===== config.mk =====
export PLATFORM = sky130hd
export DESIGN_NAME = mrm_row_store
export DESIGN_NICKNAME = d
export VERILOG_FILES = /design/src/rtl/mrm_pkg.sv /design/src/rtl/mrm_row_store.sv
export SDC_FILE = /design/constraint.sdc
export NUM_CORES = 1
export LEC_CHECK = 0
export BUFFER_PORTS_ARGS = -buffer_cell sky130_fd_sc_hd__buf_2
export CAP_MARGIN = 10
export CORE_AREA = 2 2 253 255
export DETAILED_ROUTE_END_ITERATION = 16
export DIE_AREA = 0 0 255 257
export GPL_TIMING_DRIVEN = 0
export PLACE_DENSITY = 0.55
export SYNTH_ARGS = -nofsm -noshare
export SYNTH_HDL_FRONTEND = slang
export SYNTH_SLANG_ARGS = --single-unit
export TNS_END_PERCENT = 5

===== constraint.sdc =====
create_clock -name clock -period 1.37 [get_ports clock]
set_input_delay 0.0685 -clock clock [delete_from_list [all_inputs] [get_ports clock]]
set_output_delay 0.0685 -clock clock [all_outputs]
set_load 0.02 [all_outputs]

===== src/rtl/mrm_pkg.sv =====
// Package for the 4x4 row multiply unit: sizes, operation codes and data types.
// Used by every module of the unit; depends on nothing else.
package mrm_pkg;

   localparam int DIM         = 4;
   localparam int ELEM_WIDTH  = 32;
   localparam int FRAC_BITS   = 16;
   localparam int FIELD_WIDTH = 32;
   localparam int ROW_FIELDS  = 4;
   localparam int ROW_IDX_W   = (DIM > 1) ? $clog2(DIM) : 1;
   localparam int REQ_ROW_W   = 2;
   localparam int NCOL        = (DIM < ROW_FIELDS) ? DIM : ROW_FIELDS;
   localparam int PROD_W      = 2 * ELEM_WIDTH;
   localparam int SUM_W       = PROD_W + $clog2(DIM);

   typedef enum logic {
      OP_LOAD     = 1'b0,
      OP_MULTIPLY = 1'b1
   } op_type;

   typedef logic signed [ELEM_WIDTH-1:0] elem_type;
   typedef logic signed [PROD_W-1:0]     prod_type;
   typedef logic signed [SUM_W-1:0]      sum_type;

   typedef elem_type row_type [DIM];
   typedef row_type  matrix_type [DIM];
   typedef sum_type  sum_row_type [NCOL];

   typedef struct packed {
      logic                 en;
      logic [ROW_IDX_W-1:0] row;
   } store_write_type;

   typedef struct packed {
      logic in_valid;
      logic out_free;
   } dot_ctrl_type;

   typedef struct packed {
      logic in_free;
      logic sum_valid;
   } dot_status_type;

endpackage


===== src/rtl/mrm_row_store.sv =====
// Register table that holds the right-hand matrix, written one row per load beat.
// Depends on mrm_pkg for sizes and types.
module mrm_row_store (
   input  logic                    clock,
   input  logic                    reset,
   input  mrm_pkg::store_write_type wr,
   input  mrm_pkg::row_type         wr_data,
   output mrm_pkg::matrix_type      matrix
);
   import mrm_pkg::*;

   matrix_type matrix_ff;
   matrix_type matrix_in;

   always_comb begin
      matrix_in = matrix_ff;
      if (wr.en) begin
         matrix_in[wr.row] = wr_data;
      end
   end

   always_ff @(posedge clock) begin
      if (reset) begin
         for (int r = 0; r < DIM; r++) begin
            for (int c = 0; c < DIM; c++) begin
               matrix_ff[r][c] <= '0;
            end
         end
      end else begin
         matrix_ff <= matrix_in;
      end
   end

   assign matrix = matrix_ff;

endmodule


# Yosys cells after proc, flatten, opt, wreduce, memory -nomap -nowiden
# Index checks and enable logic that the tools add are counted.
# Widths: inputs -> output; s select.
[totals]
regBits = 512
in_bits = 133
output_inout_bits = 512
word_cells = 23
[classes]
n_reduce_logical = 1
bitwise = 1
mux = 3
magnitude_cmp = 2
[ops]
columns = ["cell", "n"]
rows = [
  ["$bwmux 512", 1],
  ["$demux 128 s2", 1],
  ["$mux 128", 1],
  ["$ge 3x3->1 const B", 1],
  ["$lt 3x1->1 const B", 1],
  ["$not 2->3", 1],
  ["$logic_and 1x1->1", 1],
]

# Logic depth before layout (Yosys ltp)
[depth]
depth_word = 6
depth_mapped = 5
mapped_depth_nobuf = 2

# Worst setup path before layout
# OpenSTA, ideal clock, no wires.
[synth_path]
path_kind = "in2reg"
start = "input port reset"
end = "register matrix_ff, in the netlist matrix[425]"
path_stages = 5
path_buffers = 3
setup_ns = 0.126
arrival_time_ns = 0.823
required_time_ns = 1.244
path_slack_ns = 0.421
cell_sequence = "buf_2 -> buf_2 -> clkbuf_1 -> nand2b_1 -> mux2i_1"
[synth_rtl]
columns = ["item", "line", "rtl"]
rows = [
  ["from (decl)", "mrm_row_store.sv:5", "input logic reset,"],
  ["to (signal assigned)", "mrm_row_store.sv:30", "matrix_ff <= matrix_in;"],
  ["to (decl)", "mrm_row_store.sv:12", "matrix_type matrix_ff;"],
]

==> metrics.log <==
[metrics] result of the run: finished with violations
[metrics] violated checks: hold timing
[metrics] number of global-route vias before repair: 16610
[metrics] Synth Net Count: 1932
[metrics] detailed router's first-iteration violation count: 588
[metrics] starting density of the core: 32.14%
[metrics] worst-skew pair later-pin latency: 610 ps
[metrics] master cell of the clock root buffer: sky130_fd_sc_hd__clkbuf_16
[metrics] Critical Path RT: 1850 ps
[metrics] clock-pin slew of the registers on the worst-case setup and hold paths: 60 ps
[metrics] router iterations before antenna repair: 5
[metrics] overall fraction of global-route tracks in use: 22.00%
[metrics] max FFs per register: 512
[metrics] worst path arrival time: 1850 ps
[metrics] final design area excluding fillers: 27710 um^2
[metrics] Final Setup Violations: 0
[metrics] total wire length after detailed routing: 74570 um
[metrics] Post-Place Cell Area: 24440 um^2
[metrics] maximum fanout along the worst path: 10
[metrics] number of buffers created by CTS: 57
[metrics] Vias per Instance: 4.504
[metrics] Post-Synthesis Cell Area: 20160 um^2
[metrics] Chip Width: 255 um
[metrics] initial antenna violation count: 3
[metrics] deepest level of the CTS H-tree: 2
[metrics] pin count of the biggest net entering global routing: 15
[metrics] maximum count of clock buffers along a single path: 3
[metrics] Yosys reg bits: 512
[metrics] clock sinks: 512
[metrics] Yosys warning count: 0
[metrics] proportion of layout cells with a drive suffix above 1: 29.88%
[metrics] f_max: 731.0 MHz
[metrics] cell area power density: 1298 nW/um^2
[metrics] TritonCTS clock tree: built
[metrics] Synth Instances: 1799
[metrics] Worst Skew: 0 ps
[metrics] total leakage power: 14.15 nW
[metrics] area fraction of the dominant cell type after synthesis: 50.84%
[metrics] Hold WC Path Type: input port to register
[metrics] final net count: 2760
[metrics] post-synthesis sequential area ratio: 50.84%
[metrics] max-slew headroom at the worst pin: 33.87%
[metrics] Power Total: 35.95 mW
[metrics] type of element launching the critical path: input port
[metrics] max-capacitance violation count: 0
[metrics] main area contributors after synthesis: sky130_fd_sc_hd__dfxtp_1, sky130_fd_sc_hd__mux2i_1, sky130_fd_sc_hd__nand2b_1
[metrics] post-synth cell types: 14
[metrics] Hold Vio Cnt, Final: 1
[metrics] Core Box Area: 62740 um^2
[metrics] Min Clock Period, post-route: 1368 ps
[metrics] post-route DRC violation count: 0
[metrics] RSZ-0062 raised after global routing: yes
[metrics] number of rows created at floorplan: 92
[metrics] Detailed Place HPWL: 55870 um
[metrics] sort of element at the end of the critical path: register
[metrics] post-detailed-route wirelength per cell: 21.17 um
[metrics] Layout area overhead: 37.43%
[metrics] number of vias after detailed routing: 15870
[metrics] global route overflow: 0
[metrics] first-pass GRT wire length: 108500 um
[metrics] Avg Inst Size Synth: 11.21 um^2
[metrics] worst vdd rail ir drop: 0.9059 mV
[metrics] routability-driven placement congestion ratio: 0.8702
[metrics] slew at the pin closest to its max-slew limit: 992.0 ps
[metrics] top cell type by total area after synthesis: sky130_fd_sc_hd__dfxtp_1
[metrics] Crit Path Category: input port to register
[metrics] post-route ant nets: 0
[metrics] number of top-level design ports: 645
[metrics] period utilization: 99.86%
[metrics] Max Slew Vio Count: 0
[metrics] Port Buffers: 643
[metrics] Die Outline Area: 65540 um^2
[metrics] Post-Route Hold Slack: -8.733 ps
[metrics] Die Y-Extent: 257 um
## cells by family (layout without fill, tap and decap cells)
logic type             Yosys count  after routing  synth area share, %
and+or+nand+nor                646            646                20.11
buffers and inverters          129           1004                3.637
other                            0              3                    0
DFF                            512            512                50.84
muxes                          512            512                25.42
## metrics by stage
| stage | TNS [ps] | std cells | utilization (%) | hold WS, ps | setup slack (ps) |
|---|---|---|---|---|---|
| after floorplan | 0 | 1799 | - | 289.3 | 420.7 |
| after global placement | -168690 | 3288 | 38.95 | 405.5 | -594.5 |
| after detailed placement | -183070 | 3288 | 38.95 | 413.4 | -630.0 |
| after CTS | 0 | 3520 | 44.15 | 20.82 | 23.27 |
| after global routing | -29.59 | 3521 | 44.16 | 29.76 | -18.75 |
| final | 0 | 3523 | 44.17 | -8.733 | 1.964 |
## final timing paths
kind	start	endpoint	slack, ps	cells past startpoint
worst max-delay path	reset	matrix[1]	2	5
worst min register to register	matrix[403]	matrix[403]	470	2
worst max register to register	matrix[344]	matrix[344]	670	2
worst min-delay path	wr_data[126]	matrix[126]	-9	3
## layout make-up
cell class | count | area (um^2)
fill | 6117 | 35030
sequential | 512 | 10250
multi-input combinational | 1158 | 9179
timing repair buffer | 769 | 4479
clock buffer | 91 | 1737
tap | 846 | 1059
buffer | 129 | 734.5
clock inverter | 15 | 260.3
antenna | 3 | 7.507
## cell usage after synthesis
library cell	instances
sky130_fd_sc_hd__buf_6	8
sky130_fd_sc_hd__buf_1	1
sky130_fd_sc_hd__mux2i_1	512
sky130_fd_sc_hd__dfxtp_1	512
sky130_fd_sc_hd__nand2b_1	640
sky130_fd_sc_hd__and3b_1	1
sky130_fd_sc_hd__nand3_1	1
sky130_fd_sc_hd__nor3b_2	1
sky130_fd_sc_hd__buf_8	6
sky130_fd_sc_hd__or3b_1	1
sky130_fd_sc_hd__buf_2	25
sky130_fd_sc_hd__clkbuf_1	65
sky130_fd_sc_hd__nand3b_1	2
sky130_fd_sc_hd__buf_4	24
## cells in the final DEF (no fill, tap or decap)
cell / count
sky130_fd_sc_hd__dlygate4sd3_1: 126
sky130_fd_sc_hd__dfxtp_1: 509
sky130_fd_sc_hd__clkbuf_16: 59
sky130_fd_sc_hd__nand3b_1: 2
sky130_fd_sc_hd__and3b_1: 1
sky130_fd_sc_hd__clkinv_4: 1
sky130_fd_sc_hd__clkinvlp_4: 1
sky130_fd_sc_hd__or3b_1: 1
sky130_fd_sc_hd__buf_6: 8
sky130_fd_sc_hd__nand2b_1: 640
sky130_fd_sc_hd__buf_4: 24
sky130_fd_sc_hd__mux2i_1: 512
sky130_fd_sc_hd__clkinv_2: 5
sky130_fd_sc_hd__buf_8: 6
sky130_fd_sc_hd__nor3b_2: 1
sky130_fd_sc_hd__inv_6: 1
sky130_fd_sc_hd__dfxtp_2: 3
sky130_fd_sc_hd__clkbuf_2: 1
sky130_fd_sc_hd__clkbuf_8: 14
sky130_fd_sc_hd__buf_2: 668
sky130_fd_sc_hd__bufinv_16: 7
sky130_fd_sc_hd__nand3_1: 1
sky130_fd_sc_hd__clkbuf_1: 82
sky130_fd_sc_hd__diode_2: 3
sky130_fd_sc_hd__buf_1: 1
## power by group
part	total (mW)	switching [mW]	internal [mW]
Combinational	3.93	2.32	1.61
Sequential	15.7	0.291	15.4
Clock	16.3	6.35	9.95
Total	36.0	8.97	27.0
## critical path, cell delays in order
cell                       delay [ps]
sky130_fd_sc_hd__buf_2            200
sky130_fd_sc_hd__buf_2            480
sky130_fd_sc_hd__clkbuf_1         790
sky130_fd_sc_hd__nand2b_1         210
sky130_fd_sc_hd__mux2i_1           70
## what timing repair did
item | CTS | global route
hold endpoints to repair | 504 | 0
gates resized for setup | 3 | 2
cloned | 0 | 0
hold buffers | 126 | 0
setup buffers | 0 | 0
endpoints found under the setup margin | 3 | 8
## layer usage
layer	global-route usage [%]	vias up	routed length (um)
met3	6.959	107	5822
met2	38.79	489	36700
met4	6.027	2	1914
li1	-	7564	-
met1	25.42	7704	30110
met5	0	-	13
(Power assumes the default switching activity.)
